File: src/rtl/core/tlca_pkg.sv
`default_nettype none

package tlca_pkg;

  localparam int FIELD_W     = 10;
  localparam int LIM_W       = 17;
  localparam int QUEUE_DEPTH = 2;

  typedef logic [FIELD_W-1:0] field_t;

  typedef enum logic [1:0] {
    OP_LOAD  = 2'd0,
    OP_BUILD = 2'd1,
    OP_LCA   = 2'd2,
    OP_ANC   = 2'd3
  } op_e;

  typedef struct packed {
    op_e    op;
    field_t node_a;
    field_t node_b;
    field_t node_level;
    field_t steps_up;
    logic   a_ok;
    logic   b_ok;
    logic   k_over;
  } cmd_t;

  typedef struct packed {
    logic valid;
    cmd_t cmd;
  } cmd_req_t;

  // Node 0 and nodes at or above the limit stand for none.
  function automatic logic node_ok(field_t n, logic [LIM_W-1:0] lim);
    logic [LIM_W-1:0] nx;
    nx = LIM_W'(n);
    return (n != '0) && (nx < lim);
  endfunction

endpackage

`default_nettype wire

File: src/rtl/core/tlca_front.sv
`default_nettype none

module tlca_front import tlca_pkg::*; #(
  parameter int MAX_NODES = 1024,
  parameter int LEVELS    = 10
) (
  input  logic     clk_i,
  input  logic     rst_ni,
  input  logic     in_valid_i,
  output logic     in_ready_o,
  input  logic [1:0] opcode_i,
  input  field_t   node_a_i,
  input  field_t   node_b_i,
  input  field_t   node_level_i,
  input  field_t   steps_up_i,
  output cmd_req_t req_o,
  input  logic     pop_i
);

  localparam int PW = $clog2(QUEUE_DEPTH);
  localparam logic [LIM_W-1:0] NODE_LIM = LIM_W'(MAX_NODES);
  localparam logic [LIM_W-1:0] STEP_LIM = LIM_W'(1) << LEVELS;

  cmd_t          slot_q [QUEUE_DEPTH];
  logic [PW-1:0] wr_ptr_q, wr_ptr_d;
  logic [PW-1:0] rd_ptr_q, rd_ptr_d;
  logic [PW:0]   cnt_q, cnt_d;
  logic          push, pop;
  cmd_t          cmd_in;

  always_comb begin
    cmd_in.op         = op_e'(opcode_i);
    cmd_in.node_a     = node_a_i;
    cmd_in.node_b     = node_b_i;
    cmd_in.node_level = node_level_i;
    cmd_in.steps_up   = steps_up_i;
    cmd_in.a_ok       = node_ok(node_a_i, NODE_LIM);
    cmd_in.b_ok       = node_ok(node_b_i, NODE_LIM);
    cmd_in.k_over     = LIM_W'(steps_up_i) >= STEP_LIM;
  end

  assign in_ready_o = cnt_q != (PW+1)'(QUEUE_DEPTH);
  assign push       = in_valid_i & in_ready_o;
  assign pop        = pop_i & (cnt_q != '0);
  assign req_o.valid = cnt_q != '0;
  assign req_o.cmd   = slot_q[rd_ptr_q];

  always_comb begin
    wr_ptr_d = push ? wr_ptr_q + PW'(1) : wr_ptr_q;
    rd_ptr_d = pop ? rd_ptr_q + PW'(1) : rd_ptr_q;
    cnt_d    = cnt_q;
    if (push && !pop) begin
      cnt_d = cnt_q + (PW+1)'(1);
    end else if (pop && !push) begin
      cnt_d = cnt_q - (PW+1)'(1);
    end
  end

  always_ff @(posedge clk_i or negedge rst_ni) begin
    if (!rst_ni) begin
      wr_ptr_q <= '0;
      rd_ptr_q <= '0;
      cnt_q    <= '0;
    end else begin
      wr_ptr_q <= wr_ptr_d;
      rd_ptr_q <= rd_ptr_d;
      cnt_q    <= cnt_d;
    end
  end

  always_ff @(posedge clk_i) begin
    if (push) begin
      slot_q[wr_ptr_q] <= cmd_in;
    end
  end

endmodule

`default_nettype wire

File: config.mk
export PLATFORM = sky130hd
export DESIGN_NAME = tlca_front
export DESIGN_NICKNAME = d
export VERILOG_FILES = /design/src/rtl/core/tlca_pkg.sv /design/src/rtl/core/tlca_front.sv
export SDC_FILE = /design/constraint.sdc
export NUM_CORES = 1
export LEC_CHECK = 0
export ABC_AREA = 1
export BUFFER_PORTS_ARGS = -buffer_cell sky130_fd_sc_hd__buf_2
export CORE_ASPECT_RATIO = 1.75
export CORE_UTILIZATION = 45
export DETAILED_ROUTE_END_ITERATION = 10
export GPL_TIMING_DRIVEN = 0
export PLACE_DENSITY = 0.81
export SLEW_MARGIN = 20
export SYNTH_ARGS = -nofsm -noshare
export SYNTH_HDL_FRONTEND = slang
export SYNTH_SLANG_ARGS = --single-unit
export TNS_END_PERCENT = 50
File: constraint.sdc
create_clock -name clk_i -period 3.7 [get_ports clk_i]
set_clock_uncertainty 0.05 [all_clocks]
set_input_delay 0.185 -clock clk_i [delete_from_list [all_inputs] [get_ports clk_i]]
set_output_delay 0.185 -clock clk_i [all_outputs]
set_load 0.02 [all_outputs]
## After elaboration in Yosys (flattened, before gate mapping)

Memory sizes are Yosys's and may differ from the RTL's.
Index checks and enable logic that the tools add are counted.

| operators by class | value |
|---|---|
| $add $sub $neg | 4 |
| multiplexer cells | 4 |
| reduce and logical (&&, ||, !) cells | 8 |
| bitwise operators | 2 |
| eq/ne operators | 1 |

Operators with widths:

| operator | count |
|---|---|
| $reduce_bool 10->1 | 2 |
| $mux 2 | 2 |
| $reduce_bool 2->1 | 2 |
| $add 1x1->1 const B | 2 |
| $add 2x1->2 const B | 1 |
| $and 1x1->1 | 2 |
| $logic_and 1x1->1 | 2 |
| $logic_not 1->1 | 2 |
| $mux 1 | 2 |
| $ne 2x2->1 const B | 1 |
| $sub 2x1->2 const B | 1 |

| word-level totals | value |
|---|---|
| RAM bits | 88 |
| memories | 1 |
| flip-flop bits (word level) | 4 |
| output and inout port bits | 47 |

Memory list:

| name | depth | bits a word | read ports | clocked after Yosys merged registers in | wr ports | line | RTL |
|---|---|---|---|---|---|---|---|
| slot_q | 2 | 44 | 1 | 0 | 1 | tlca_front.sv:24 | `cmd_t slot_q [QUEUE_DEPTH];` |

## Logic depth before layout (Yosys ltp)

| logic depth | value |
|---|---|
| depth in word-level cells | 6 |
| depth in mapped cells | 10 |
| gate-level depth less buffers | 10 |

## Worst setup path after synthesis

Ideal clock, no wire load.

| timing | value |
|---|---|
| kind | register to register |
| start | register cnt_q[0] |
| end | memory slot_q[0][0] (netlist bit), enable pin |
| cell stages (with the launch flop) | 5 |
| data required time | 3,205 ps |
| arrival time | 2,581 ps |
| slack | 623 ps |
| path buffers | 0 |
| setup time | 445 ps |
| path through | dfrtp_1 inv_2 nand2_1 nand2_2 nor2_1 |

| between the ends | value |
|---|---|
| longest elaborated chain between the ends | 4 |

RTL lines:

| item | line | RTL |
|---|---|---|
| from (decl) | tlca_front.sv:27 | `logic [PW:0] cnt_q, cnt_d;` |
| from (signal assigned) | tlca_front.sv:67 | `cnt_q <= cnt_d;` |
| $ne 2x2->1 | tlca_front.sv:42 | `assign in_ready_o = cnt_q != (PW+1)'(QUEUE_DEPTH);` |
| net in_ready_o | tlca_front.sv:10 | `output logic in_ready_o,` |
| $and 1x1->1 | tlca_front.sv:43 | `assign push = in_valid_i & in_ready_o;` |
| $mux 1 | tlca_front.sv:72 | `if (push) begin` |
| $mux 1 (implied by the code) | tlca_front.sv:73 | `slot_q[wr_ptr_q] <= cmd_in;` |
| to (decl) | tlca_front.sv:24 |  |

The timed path passes the listed nets, and every way through them passes these cells.

## Worst setup path after layout

| timing | value |
|---|---|
| start | register cnt_q[0] |
| end | memory slot_q[0][23] (netlist bit), enable pin |

| between the ends | value |
|---|---|
| longest elaborated chain between the ends | 4 |

RTL lines:

| item | line |
|---|---|
| $ne 2x2->1 | tlca_front.sv:42 |
| $and 1x1->1 | tlca_front.sv:43 |
| $mux 1 | tlca_front.sv:72 |
| $mux 1 (implied by the code) | tlca_front.sv:73 |

No other way between the ends.

==> run summary <==
P&R area growth vs syn = 35.8%
clk_lat worst skew = 0.33 ns
Tot GR Track Use = 17.7%
critical register-to-register path startpoint = cnt_q[0]
commonest non-fill, non-tap cell in the layout = nand2_1
n_diodes = 0
slack of the worst reg-to-reg path = 1.88 ns
Synth area leaders = edfxtp_1 (74%), nand2_1 (14%), dfrtp_1 (2.8%)
clk sink count = 92
Distinct cells, synth = 18
Post-Route WL = 6870 um
Synth top area share = 74.2%
RSZ-0062 raised after global routing = false
Clock Power Share = 24.4%
residual DRC count = 0
die width = 69.3 um
outcome = completed
max-slew violations = 0
path depth of the worst reg2reg path = 5
via count = 2367
P_int = 2.50 mW
CP Class = reg -> reg
Pre-antenna DRT Iters = 4
Critical Path AT = 1.80 ns
Fillers = 571
Leak Pwr = 2.10 nW
Seq/Total Area, Yosys = 77.0%
combinational power share = 37.3%
minimum clock period = 1.82 ns
f_max = 0.550 GHz
final worst slack = 1.88 ns
initial antenna violation count = 0
worst relative slew slack = 57.3%
crit-path max FO = 24
storage element area = 2740 um2
Slew @ Worst Pin = 0.639 ns
Post-DP HPWL = 4510 um
Critical Path Start = cnt_q[0]
final hold slack = 0.0114 ns
Core ar. = 7620 um2
Routed Antenna Nets = 0
PortBufs = 91
CTS Buffer Depth = 2
area of the multi-input gates = 701 um2
Final Power = 3.90 mW
wire per inst = 13.5 um
worst endpoint required time = 3.68 ns
most frequent cells in the layout = nand2_1 (133), buf_2 (91), edfxtp_1 (88)
maximum VDD drop = 0.394 mV
sequential fraction of design power = 38.3%
PwrDens = 805 nW/um2
Post-CTS Resized = 0
largest net degree at the start of global routing = 27
leading area contributor after synthesis = edfxtp_1
startpoint class of the critical path = register
final worst path period share = 49.1%
final hold violations = 0
total grt overflow = 0
Setup WS pre-CTS = 1.87 ns
final setup TNS = 0 ns
Post-Synthesis Cell Area = 3560 um2
Hold Path Sink = slot_q[1][39]
overall die area = 8290 um2
Final nets = 461
switch share = 35.8%
ratio of cells with drive above 1 in the final layout = 32.5%
GPL Wtd Cong = 0.697
I/O pin cnt = 93
initial DRC count = 152
HP Start = node_a_i[7]
vias in the first global route = 2348
crit end category = register
Final setup violation count = 0
DIE HEIGHT = 120 um
Syn Area/Cell = 12.9 um2
cell count after synthesis = 276
Initial Util = 46.8%
clk slew on worst S/H paths = 0.06 ns
drt via density = 4.67
first-pass GRT wire length = 10900 um
Root Driver = clkbuf_16
Net Switching = 1.39 mW
H-tree Lvls = 3
CTS buffer count = 9
Hold Crit Depth = 1
# Max-Cap Violations = 0
HP Class = in -> reg
Site Rows = 42
CTS tree = built
Yosys warning total = 0
Seq cells post-synth = 92
worst reg2reg endpoint = slot_q[0][23]
Synthesized Nets = 323
## worst max path at each step
stage                    end  slack, ns  cells past startpoint
6_report       slot_q[0][23]       1.88                      5
5_1_grt        slot_q[0][33]       1.72                      5
4_1_cts        slot_q[0][41]       1.86                      5
3_5_place_dp   slot_q[0][41]       1.87                      5
3_3_place_gp    slot_q[0][6]      -0.21                      4
2_1_floorplan   slot_q[0][0]       0.62                      4
## per-layer routing
metal / track usage, % / vias to the layer above / wire, um
met5: 0 / - / 0
met4: 8.42 / 0 / 68
met3: 4.03 / 6 / 273
met2: 32.9 / 69 / 3930
met1: 18.3 / 1101 / 2590
li1: - / 1191 / -
## state kept, by name (all words and copies together), names as in the netlist
name / flops
cnt_q: 2
rd_ptr_q: 1
slot_q: 88
wr_ptr_q: 1
## cell type report
class | count | share of cell area (%)
plain buffers | 10 | 2.09
clock buffers | 9 | 4.65
clock inverters | 7 | 1.89
inverters | 7 | 0.698
multi-input cells | 167 | 14.5
flip-flops and latches | 92 | 56.7
well taps | 88 | 2.27
repair buffers | 127 | 17.3
## critical path: stages, from the launching register on
cell and delay (ns):
dfrtp_1 0.41, inv_2 0.06, nand2_1 0.08, nand2_2 0.12, nor2_4 0.52, buf_12 0.27
## power groups by stage
stage | Clock [mW] | Combinational, mW | Sequential (mW)
after floorplan | 0 | 0.961 | 1.51
after global placement | 0 | 1.38 | 1.52
after detailed placement | 0 | 1.45 | 1.51
after CTS | 0.970 | 1.48 | 1.49
after global routing | 1.01 | 1.60 | 1.51
final | 0.950 | 1.45 | 1.49
## kinds of logic after synthesis
kind of cell | share of synthesized area (%)
xor+xnor | 0.492
simple gates | 18.3
flops | 77.0
other cells | 0.105
fa+ha+maj | 0.351
buf+inv | 3.79
## through the flow
stage	area, um2	std cells	utilization (%)
after floorplan	3560	276	-
after global placement	4130	455	54.2
after detailed placement	4180	457	54.9
after CTS	4830	506	63.4
after global routing	4840	507	63.5
final	4840	507	63.5
## repair_timing
action / in CTS / in global routing
buffers inserted: 0 / 0
hold endpoints to repair: 68 / 2
hold buffers: 33 / 1
## synthesized netlist by cell type
master,number
nand2_1,133
edfxtp_1,88
nor2_1,12
nand2_2,11
buf_6,5
inv_1,5
buf_4,4
dfrtp_1,4
nand3_1,4
or2_2,2
buf_8,1
conb_1,1
ha_1,1
inv_2,1
inv_8,1
nand4_1,1
xnor2_1,1
xor2_1,1
Power figures use the tool's default switching activity.
